[src/hdl/rlbd_pkg.sv]
// Shared types and constants of the resistor-ladder button decoder.
`timescale 1ns / 1ps
`default_nettype none

package rlbd_pkg;

    localparam int SAMPLE_BITS   = 10;
    localparam int TIME_BITS     = 32;
    localparam int SEARCH_BITS   = 16;
    localparam int NUM_WINDOWS   = 7;
    localparam int CFG_ADDR_BITS = 3;
    localparam int CFG_DATA_BITS = 4 * SAMPLE_BITS;

    localparam logic [CFG_ADDR_BITS-1:0] REG_GROUND_THRESHOLD = 3'd0;
    localparam logic [CFG_ADDR_BITS-1:0] REG_SEARCH_WINDOW    = 3'd1;
    localparam logic [CFG_ADDR_BITS-1:0] REG_WINDOWS_A_B      = 3'd2;
    localparam logic [CFG_ADDR_BITS-1:0] REG_WINDOWS_C_AB     = 3'd3;
    localparam logic [CFG_ADDR_BITS-1:0] REG_WINDOWS_AC_BC    = 3'd4;
    localparam logic [CFG_ADDR_BITS-1:0] REG_WINDOW_ABC       = 3'd5;

    localparam logic [SEARCH_BITS-1:0] SEARCH_WINDOW_RESET = 16'd50;

    typedef enum logic [2:0] {
        BTN_A   = 3'd0,
        BTN_B   = 3'd1,
        BTN_C   = 3'd2,
        BTN_AB  = 3'd3,
        BTN_AC  = 3'd4,
        BTN_BC  = 3'd5,
        BTN_ABC = 3'd6
    } t_button_code;

    // One level window: the range sits above the minimum, as in the register layout.
    typedef struct packed {
        logic [SAMPLE_BITS-1:0] rng;
        logic [SAMPLE_BITS-1:0] lo;
    } t_window;

    typedef struct packed {
        logic [SAMPLE_BITS-1:0] sample;
        logic [TIME_BITS-1:0]   now_ms;
    } t_in_req;

    typedef struct packed {
        logic                   event_valid;
        t_button_code           button_code;
        logic                   unexpected_level;
        logic [SAMPLE_BITS-1:0] classified_level;
    } t_out_req;

    typedef struct packed {
        logic         hit;
        t_button_code code;
    } t_class_result;

endpackage

`default_nettype wire

[src/hdl/rlbd_classifier.sv]
// Priority match of a peak level against the seven button level windows.
`timescale 1ns / 1ps
`default_nettype none

module rlbd_classifier (
    input  wire logic [rlbd_pkg::SAMPLE_BITS-1:0]               i_level,
    input  wire rlbd_pkg::t_window [rlbd_pkg::NUM_WINDOWS-1:0]  i_windows,
    output rlbd_pkg::t_class_result                             o_result
);

    logic [rlbd_pkg::NUM_WINDOWS-1:0] match;

    // The upper bound is formed one bit wider so that it never saturates.
    always_comb begin
        for (int i = 0; i < rlbd_pkg::NUM_WINDOWS; i++) begin
            match[i] = (i_level >= i_windows[i].lo) &&
                       ({1'b0, i_level} <= ({1'b0, i_windows[i].lo} + {1'b0, i_windows[i].rng}));
        end
    end

    // Lowest index wins, so scan from the top down.
    always_comb begin
        o_result.hit  = |match;
        o_result.code = rlbd_pkg::BTN_A;
        for (int i = rlbd_pkg::NUM_WINDOWS - 1; i >= 0; i--) begin
            if (match[i]) begin
                o_result.code = rlbd_pkg::t_button_code'(3'(i));
            end
        end
    end

endmodule

`default_nettype wire

[src/hdl/resistor_ladder_button_decoder.sv]
// Top level of the resistor-ladder button decoder: request channels, state and settings.
`timescale 1ns / 1ps
`default_nettype none

// Each input request is one poll of the button line: an ADC sample and the current
// time in milliseconds. Every poll yields exactly one output request, which reports
// a recognised button, an unexpected level, or nothing when no classification fell due.
// Both channels use valid and stall; a request moves when valid is high and stall low.
// The poll is captured in an input register and the whole decision, including the
// press state update and the window match, is made from that register into the
// output register whenever the output register is free. One poll is accepted every
// cycle while the receiver does not stall. When the receiver stalls, the output
// register holds its request; one further poll may sit in the input register, after
// which o_in_stall is raised until the output drains. Settings are to be written by
// the user through the plain write port while the block is idle; the block itself
// does not enforce this. Indexes beyond the register list are ignored.
// Reset clears both pipeline stages, returns the press tracker to "not pressed, nothing
// pending" and loads the register defaults (a search window of 50 ms, all else zero).

module resistor_ladder_button_decoder (
    input  wire logic                                  i_clk,
    input  wire logic                                  i_rst_n,
    input  wire logic                                  i_in_valid,
    output logic                                       o_in_stall,
    input  wire rlbd_pkg::t_in_req                     i_in_req,
    output logic                                       o_out_valid,
    input  wire logic                                  i_out_stall,
    output rlbd_pkg::t_out_req                         o_out_req,
    input  wire logic                                  i_cfg_we,
    input  wire logic [rlbd_pkg::CFG_ADDR_BITS-1:0]    i_cfg_addr,
    input  wire logic [rlbd_pkg::CFG_DATA_BITS-1:0]    i_cfg_data
);

    localparam int SB = rlbd_pkg::SAMPLE_BITS;
    localparam int TB = rlbd_pkg::TIME_BITS;

    // Settings registers.
    logic [SB-1:0]                                r_ground;
    logic [rlbd_pkg::SEARCH_BITS-1:0]             r_search;
    rlbd_pkg::t_window [rlbd_pkg::NUM_WINDOWS-1:0] r_windows;

    // Pipeline registers.
    logic               r_in_valid;
    rlbd_pkg::t_in_req  r_in;
    logic               r_out_valid;
    rlbd_pkg::t_out_req r_out;

    // Press tracking state.
    logic          r_pressed;
    logic          r_done;
    logic [TB-1:0] r_start;
    logic [SB-1:0] r_peak;

    logic          n_pressed;
    logic          n_done;
    logic [TB-1:0] n_start;
    logic [SB-1:0] n_peak;
    rlbd_pkg::t_out_req n_out;

    logic          out_ready;
    logic          in_ready;
    logic          advance;
    logic          pressed_now;
    logic          new_press;
    logic          release_now;
    logic [TB:0]   window_end;
    logic          in_window;
    logic          due;
    logic [SB-1:0] class_level;
    rlbd_pkg::t_class_result cls;

    // The output register frees up when it is empty or being taken; the input
    // register can take a new poll when it is empty or its contents move on.
    assign out_ready   = !r_out_valid || !i_out_stall;
    assign advance     = r_in_valid && out_ready;
    assign in_ready    = !r_in_valid || out_ready;
    assign o_in_stall  = !in_ready;
    assign o_out_valid = r_out_valid;
    assign o_out_req   = r_out;

    always_ff @(posedge i_clk) begin
        if (!i_rst_n) begin
            r_ground  <= '0;
            r_search  <= rlbd_pkg::SEARCH_WINDOW_RESET;
            r_windows <= '0;
        end else if (i_cfg_we) begin
            case (i_cfg_addr)
                rlbd_pkg::REG_GROUND_THRESHOLD: r_ground <= i_cfg_data[SB-1:0];
                rlbd_pkg::REG_SEARCH_WINDOW: r_search <= i_cfg_data[rlbd_pkg::SEARCH_BITS-1:0];
                rlbd_pkg::REG_WINDOWS_A_B: begin
                    r_windows[0] <= i_cfg_data[2*SB-1:0];
                    r_windows[1] <= i_cfg_data[4*SB-1:2*SB];
                end
                rlbd_pkg::REG_WINDOWS_C_AB: begin
                    r_windows[2] <= i_cfg_data[2*SB-1:0];
                    r_windows[3] <= i_cfg_data[4*SB-1:2*SB];
                end
                rlbd_pkg::REG_WINDOWS_AC_BC: begin
                    r_windows[4] <= i_cfg_data[2*SB-1:0];
                    r_windows[5] <= i_cfg_data[4*SB-1:2*SB];
                end
                rlbd_pkg::REG_WINDOW_ABC: r_windows[6] <= i_cfg_data[2*SB-1:0];
                default: ;
            endcase
        end
    end

    // Press detection. On a new press the start time is this poll's time, so the
    // window end is known to lie at or after now: the peak may update only if the
    // window is non-zero, and classification cannot fall due in the same poll.
    assign pressed_now = r_in.sample > r_ground;
    assign new_press   = pressed_now && !r_pressed;
    assign release_now = !pressed_now && r_pressed;
    assign window_end  = {1'b0, r_start} + {{(TB + 1 - rlbd_pkg::SEARCH_BITS){1'b0}}, r_search};
    assign in_window   = new_press ? (r_search != '0) : ({1'b0, r_in.now_ms} < window_end);
    assign due         = !r_done && !new_press && ({1'b0, r_in.now_ms} > window_end);

    // A due classification never coincides with a peak update, so the level to
    // classify is the stored peak, or zero when the button is released now.
    assign class_level = pressed_now ? r_peak : '0;

    rlbd_classifier u_classifier (
        .i_level   (class_level),
        .i_windows (r_windows),
        .o_result  (cls)
    );

    always_comb begin
        n_pressed = pressed_now;
        n_start   = new_press ? r_in.now_ms : r_start;
        n_peak    = r_peak;
        if (pressed_now && in_window && (r_in.sample > r_peak)) begin
            n_peak = r_in.sample;
        end else if (release_now) begin
            n_peak = '0;
        end
        n_done = r_done;
        if (new_press) begin
            n_done = 1'b0;
        end else if (due) begin
            n_done = 1'b1;
        end
    end

    always_comb begin
        n_out.event_valid      = due && cls.hit;
        n_out.button_code      = (due && cls.hit) ? cls.code : rlbd_pkg::BTN_A;
        n_out.unexpected_level = due && !cls.hit;
        n_out.classified_level = due ? class_level : '0;
    end

    always_ff @(posedge i_clk) begin
        if (!i_rst_n) begin
            r_in_valid  <= 1'b0;
            r_out_valid <= 1'b0;
            r_pressed   <= 1'b0;
            r_done      <= 1'b1;
            r_start     <= '0;
            r_peak      <= '0;
        end else begin
            if (in_ready) begin
                r_in_valid <= i_in_valid;
            end
            if (out_ready) begin
                r_out_valid <= r_in_valid;
            end
            if (advance) begin
                r_pressed <= n_pressed;
                r_done    <= n_done;
                r_start   <= n_start;
                r_peak    <= n_peak;
            end
        end
    end

    always_ff @(posedge i_clk) begin
        if (in_ready && i_in_valid) begin
            r_in <= i_in_req;
        end
        if (advance) begin
            r_out <= n_out;
        end
    end

`ifndef SYNTHESIS
    // An event and an unexpected level are never reported together.
    a_event_excl : assert property (@(posedge i_clk) disable iff (!i_rst_n)
        r_out_valid |-> !(r_out.event_valid && r_out.unexpected_level))
        else $error("event and unexpected level reported together");

    // Without an event the button code reads as zero.
    a_code_idle : assert property (@(posedge i_clk) disable iff (!i_rst_n)
        (r_out_valid && !r_out.event_valid) |-> (r_out.button_code == rlbd_pkg::BTN_A))
        else $error("button code set without an event");

    // A poll with no classification reports a zero level.
    a_level_idle : assert property (@(posedge i_clk) disable iff (!i_rst_n)
        (r_out_valid && !r_out.event_valid && !r_out.unexpected_level)
            |-> (r_out.classified_level == '0))
        else $error("level reported without a classification");

    // The peak is only held while a press is in progress.
    a_peak_clear : assert property (@(posedge i_clk) disable iff (!i_rst_n)
        !r_pressed |-> (r_peak == '0))
        else $error("peak held while not pressed");
`endif

endmodule

`default_nettype wire

[config.mk]
export PLATFORM = sky130hd
export DESIGN_NAME = resistor_ladder_button_decoder
export DESIGN_NICKNAME = d
export VERILOG_FILES = /design/src/hdl/rlbd_pkg.sv /design/src/hdl/rlbd_classifier.sv /design/src/hdl/resistor_ladder_button_decoder.sv
export SDC_FILE = /design/constraint.sdc
export NUM_CORES = 1
export LEC_CHECK = 0
export BUFFER_PORTS_ARGS = -buffer_cell sky130_fd_sc_hd__buf_2
export CAP_MARGIN = 40
export CORE_ASPECT_RATIO = 1.2
export CORE_MARGIN = 10
export CORE_UTILIZATION = 55
export CTS_CLUSTER_DIAMETER = 60
export DETAILED_ROUTE_END_ITERATION = 10
export HOLD_SLACK_MARGIN = 0.06
export PLACE_DENSITY = 0.73
export SLEW_MARGIN = 0
export SYNTH_ARGS = -nofsm -noshare
export SYNTH_HDL_FRONTEND = slang
export SYNTH_SLANG_ARGS = --single-unit
[constraint.sdc]
create_clock -name i_clk -period 4.97 [get_ports i_clk]
set_input_delay 0.7455 -clock i_clk [delete_from_list [all_inputs] [get_ports i_clk]]
set_output_delay 0.7455 -clock i_clk [all_outputs]
set_load 0.01 [all_outputs]
; ---- After elaboration in Yosys (flattened, before gate mapping)
; Cells that the tools add are included.
[op_classes]
n_addsub = 8
multipliers = 0
div_mod_pow = 0
n_lt_le_gt_ge = 18
eq_ne = 5
n_shift = 0
muxes = 12
bitwise_logic = 1
n_reduce_logical = 45
[op_table]
columns = cell, count
row1 = $add A10 B10 Y11, 7
row2 = $le A10 B11 Y1, 7
row3 = $ge A10 B10 Y1, 7
row4 = $add A32 B16 Y33, 1
row5 = $gt A32 B33 Y1, 1
row6 = $lt A32 B33 Y1, 1
row7 = $mux W10, 3
row8 = $gt A10 B10 Y1, 2
row9 = $reduce_and A2 Y1, 9
row10 = $logic_and A1 B1 Y1, 17
row11 = $reduce_bool A16 Y1, 1
row12 = $logic_not A1 Y1, 9
row13 = $mux W3, 3
row14 = $reduce_or A7 Y1, 1
row15 = $eq A3 B2 Y1 const B, 2
row16 = $eq A3 B3 Y1 const B, 2
row17 = $reduce_or A5 Y1, 1
row18 = $mux W1, 4
row19 = $mux W2, 2
row20 = $reduce_bool A2 Y1, 2
row21 = $eq A3 B1 Y1 const B, 1
row22 = $logic_not A3 Y1, 1
row23 = $reduce_or A3 Y1, 1
row24 = $logic_or A1 B1 Y1, 2
row25 = other kinds (2), 2
[word_totals]
reg_bits = 269
latch_bits = 0
mem_bits_rw = 0
rom_bits = 0
output_inout_bits = 17
word_cells = 119
mem_count = 0

; ---- Longest topological paths before layout
[depth]
word_depth = 10
mapped_depth = 18
ltp_nobuf = 17

; ---- Hierarchy
; Synthesis repeated with hierarchy kept, for this count alone.
[unflattened]
hier_cells = 2080
area_unflattened_um2 = 17780.8
[modules_own_cells]
columns = mod, n_inst, cells_each, area_per_inst_um2
row1 = resistor_ladder_button_decoder, 1, 1308, 11706.2
row2 = rlbd_classifier, 1, 772, 6074.6

; ---- Least setup slack after synthesis
; Ideal clock, no wire load.
[synth_path]
kind = register -> register
from = register r_in[40] (netlist name)
to = register r_out (netlist bit o_out_req[13]), data pin
t_arrival_ns = 4.139
slack_ns = 0.565
path_stages_with_launch = 17
n_path_buf = 2
synth_period_minus_slack_ns = 4.405
path_cell_list = edfxtp_1 ha_1 a21o_1 a21oi_1 nand2_1 o21ai_1 clkbuf_1 clkbuf_1 nor2_1 ha_1 nand2_1 o21bai_1 a21o_1 a32o_1 or4_1 a221oi_2 nor3b_1
[synth_between]
elab_chain_cells = 8
elab_cells_between_ends = 34
[synth_rtl]
columns = item, line_no
row1 = "start, declared", resistor_ladder_button_decoder.sv:44  ; rlbd_pkg::t_in_req r_in;
row2 = "start signal, assigned", resistor_ladder_button_decoder.sv:178  ; r_in <= i_in_req;
row3 = $gt A10 B10 Y1 (*), resistor_ladder_button_decoder.sv:111  ; assign pressed_now = r_in.sample > r_ground;
row4 = $mux W10 (*), resistor_ladder_button_decoder.sv:120  ; assign class_level = pressed_now ? r_peak : '0;
row5 = via class_level[3], resistor_ladder_button_decoder.sv:69  ; logic [SB-1:0] class_level;
row6 = $le A10 B11 Y1 / $ge A10 B10 Y1 (equally long branches), "rlbd_classifier.sv:17, rlbd_classifier.sv:16"
row7 = $logic_and A1 B1 Y1, rlbd_classifier.sv:16  ; match[i] = (i_level >= i_windows[i].lo) &&
row8 = $reduce_or A7 Y1, rlbd_classifier.sv:23  ; o_result.hit = |match;
row9 = $logic_and A1 B1 Y1, resistor_ladder_button_decoder.sv:147  ; n_out.button_code = (due && cls.hit) ? cls.code : rlbd_pkg::BTN_A;
row10 = $not A1 Y1 (no source line), -
row11 = $reduce_or A5 Y1 (no source line), -
row12 = "end signal, assigned", resistor_ladder_button_decoder.sv:181  ; r_out <= n_out;
row13 = "end, declared", resistor_ladder_button_decoder.sv:46  ; rlbd_pkg::t_out_req r_out;
; The timed path passes the listed nets; every way through them passes the cells marked *.
; A chain may end at the register's enable or synchronous reset.

; ---- Final worst setup path
[layout_path]
from = register r_search[0] (netlist name)
to = register r_out (netlist bit o_out_req[6]), data pin
[layout_between]
elab_chain_cells = 3
[layout_rtl]
columns = item, line_no
row1 = "start, declared", resistor_ladder_button_decoder.sv:39  ; logic [rlbd_pkg::SEARCH_BITS-1:0] r_search;
row2 = "start signal, assigned", resistor_ladder_button_decoder.sv:84  ; r_search <= rlbd_pkg::SEARCH_WINDOW_RESET;
row3 = "start signal, assigned", resistor_ladder_button_decoder.sv:89  ; rlbd_pkg::REG_SEARCH_WINDOW: r_search <= i_cfg_data[rlbd_pkg::SEARCH_BITS-1:0];
row4 = $add A32 B16 Y33, resistor_ladder_button_decoder.sv:114  ; assign window_end = {1'b0, r_start} + {{(TB + 1 - rlbd_pkg::SEARCH_BITS){1'b0}}, r_search};
row5 = $gt A32 B33 Y1, resistor_ladder_button_decoder.sv:116  ; assign due = !r_done && !new_press && ({1'b0, r_in.now_ms} > window_end);
row6 = $logic_and A1 B1 Y1, resistor_ladder_button_decoder.sv:116
; Every way passes these cells.

==> results.py <==
metrics = {
    "critical_path": {
        "crit_fanout": 11,
        "worstSetupPathType": "flip-flop to flip-flop",
        "crit_path_start_kind": "flip-flop",
        "cp.required_ns": 5.33,
        "worstSetupEndpointType": "flip-flop",
        "cp.arrival_ns": 4.98,
    },
    "clock_network": {
        "numCtsBuffers": 34,
        "postCtsHoldBufs": 0,
        "worstSkewPairLatency_ns": 0.54,
        "cts_sinks": 269,
        "cts.clk_slew.worst_paths_ns": 0.06,
        "clock_path_buffers": 3,
        "htreeDepth": 2,
        "root_buffer": "clkbuf_16",
        "cts_tree": "done",
    },
    "timing": {
        "clock_skew_ns": 0.02848,
        "setup_viol_count_final": 0,
        "fin_crit_sh_pct": 92.85,
        "slew_violations": 0,
        "max-slew-margin-rel_pct": 45.26,
        "setup_tns_ns": 0,
        "holdWs_ns": 0.3766,
        "clock.fmax_ghz": 0.2167,
        "min_period_ns": 4.615,
        "tightest_slew_ns": 0.8202,
        "hold_viol_final": 0,
        "rsz0062_at_grt": "no",
    },
    "placement": {
        "dp_hpwl_mm": 36.34,
        "placedCellCount": 2568,
        "gp_congestion": 0.9065,
        "port_buffers": 106,
    },
    "cells_and_area": {
        "final_layout_size_suffix_gt1_share_pct": 10.19,
        "multi_input_area_sq_um": 11520,
        "synthToLayoutAreaGrowth_pct": 12.21,
        "layout_commonest_cell": "nand2_1",
        "register_area_sq_um": 5956,
        "fillers": 2839,
        "layout.cells.non_filler": 2636,
        "final_nets": 2579,
        "final_cell_mix": "nand2_1 (476), ha_1 (278), dfxtp_1 (212), a21boi_0 (164), inv_1 (116)",
    },
    "synth": {
        "ys_types": 79,
        "yosys_warnings": 0,
        "netlist_instances": 2095,
        "synth_area_sq_um": 18150,
        "ys.flop_type": "dfxtp_1",
        "synth-seq-area-share_pct": 32.81,
        "async_flop_share_pct": 0,
        "postSynthAreaPerCell_sq_um": 8.665,
        "synth_seq_cells": 269,
        "synthesis.nets": 2471,
        "synth-edff-count": 57,
    },
    "global_route": {
        "grt_pass1_wl_mm": 78.71,
        "grt_usage_pct": 23.96,
        "antenna_found_initial": 5,
        "grt_pass1_vias": 15746,
        "grt_max_degree": 80,
        "grt_remaining_overflow": 0,
    },
    "run_status": {
        "outcome": "completed",
    },
    "floorplanning": {
        "ios": 107,
        "die_x_microns": 185.8,
        "die-area_sq_um": 40700,
        "die_h_microns": 219.0,
        "start_util_pct": 55.97,
        "coreArea_sq_um": 32430,
        "rows": 72,
    },
    "drt": {
        "drt_iter0_markers": 682,
        "via_per_inst": 5.865,
        "drc": 0,
        "drt_wl_total_mm": 48.80,
        "drt_first_pass_iters": 5,
        "via_count": 15461,
        "ant_nets": 0,
        "wl_per_cell_microns": 18.51,
    },
    "power_and_ir_drop": {
        "total_power_uw": 5689,
        "vdd_ir_drop_max_mv": 0.2873,
        "p_leak_uw": 0.008384,
        "power_density_nw_per_um2": 279.3,
    },
    "run": {
        "cap_violations": 0,
    },
    "hold_path": {
        "hold_path_class": "primary input to flip-flop",
    },
}
[cell families after synthesis]
logic type	synth area share, %
AO/OA/AOI/OAI	20.85
flip-flops	32.81
adder cells (fa/ha/maj)	20.04
AND/OR/NAND/NOR	17.93
multiplexers	0.8891
buffers and inverters	3.908
XOR/XNOR	3.570
[routing by layer]
| layer | vias up | GRT usage [%] | part of all wire (%) |
|---|---|---|---|
| met3 | 151 | 3.967 | 4.5 |
| li1 | 7649 | - | - |
| met5 | - | 0 | 0.13 |
| met2 | 367 | 42.76 | 49 |
| met4 | 8 | 13.02 | 5.6 |
| met1 | 7286 | 26.51 | 40 |
[worst max-delay path, cell delays in order (launching register included)]
cell and delay (ns):
dfxtp_1 0.32, ha_1 0.22, fa_1 0.44, a211oi_2 0.32, o21bai_4 0.13, a21oi_1 0.28
nor2b_1 0.13, o31ai_1 0.40, xor2_1 0.12, ha_1 0.30, and4_1 0.21, nand4_1 0.13
a2111oi_0 0.31, o41a_1 0.32, a2bb2oi_4 0.20, nand4b_4 0.26, buf_4 0.24, nor3_2 0.11
[timing repair]
item,4_1_cts,5_1_grt
setup endpoints to repair,0,3
buffers inserted,0,6
resized for setup,0,0
[worst paths after layout]
check,from,end,slack (ns),depth (start not counted)
max,r_search[0],o_out_req[6],0.36,17
min,i_in_req[39],r_in[39],0.38,1
max reg2reg,r_search[0],o_out_req[6],0.36,17
min reg2reg,r_start[4],r_start[4],0.46,2
[power by group]
part	internal (uW)	switching, uW
Sequential	2300	54.4
Combinational	359	495
Clock	1480	992
Total	4150	1540
[synthesized netlist by cell type, types with 4 or more instances]
cell type	instances	share of area (%)
nand2_1	476	9.8
ha_1	278	19
dfxtp_1	212	23
a21boi_0	164	6.8
inv_1	116	2.4
a21oi_1	96	2.6
clkbuf_1	65	1.3
nor2_1	61	1.3
edfxtp_1	57	9.4
o21ai_0	43	1.2
xnor2_1	43	2.1
a21o_1	37	1.5
nand3_1	33	0.91
a21boi_1	32	1.3
xor2_1	31	1.5
nand2b_1	28	0.96
nand4_1	24	0.83
nor3_1	22	0.61
o21ai_1	20	0.55
a211oi_1	17	0.70
nor2b_1	17	0.59
o21bai_1	17	0.70
o21a_1	16	0.66
mux2i_1	15	0.83
o211ai_1	12	0.50
and3_1	10	0.34
o311a_1	10	0.55
and4_1	9	0.43
nor3_2	9	0.50
fa_1	8	0.88
nor4_1	8	0.28
a2111oi_0	6	0.29
a211o_1	6	0.29
a31oi_1	6	0.21
o2111ai_1	6	0.29
or2_2	6	0.21
nand3b_1	5	0.21
o31ai_1	5	0.21
a221oi_1	4	0.19
nand4b_1	4	0.19
nor3b_1	4	0.17
o221ai_1	4	0.19
or3_1	4	0.14
[area by class of cell]
| class | instances | area share (%) |
|---|---|---|
| inverters | 116 | 2.138 |
| diodes | 1 | 0.01229 |
| multi-input cells | 1641 | 56.54 |
| flip-flops and latches | 269 | 29.24 |
| repair buffers | 141 | 4.091 |
| clock buffers | 46 | 4.546 |
| well taps | 407 | 2.500 |
| clock inverters | 15 | 0.9337 |
[through the flow]
step                area [sq um]  utilization [%]  setup slack [ns]
finish                     20370            62.80            0.3553
global route               20370            62.80           0.02988
CTS                        20320            62.66            0.2765
detailed placement         19200            59.22            0.3122
global placement           19130            58.99            0.4512
floorplan                  18150                -            0.5646
[flip-flops by register name, summed over array words and instances, names as in the netlist]
name,count
r_windows,140
r_in,42
r_start,32
r_search,16
o_out_req,15
r_ground,10
r_peak,10
o_out_valid,1
r_done,1
r_in_valid,1
r_pressed,1
Note: power is estimated with default switching activity, not from simulation.
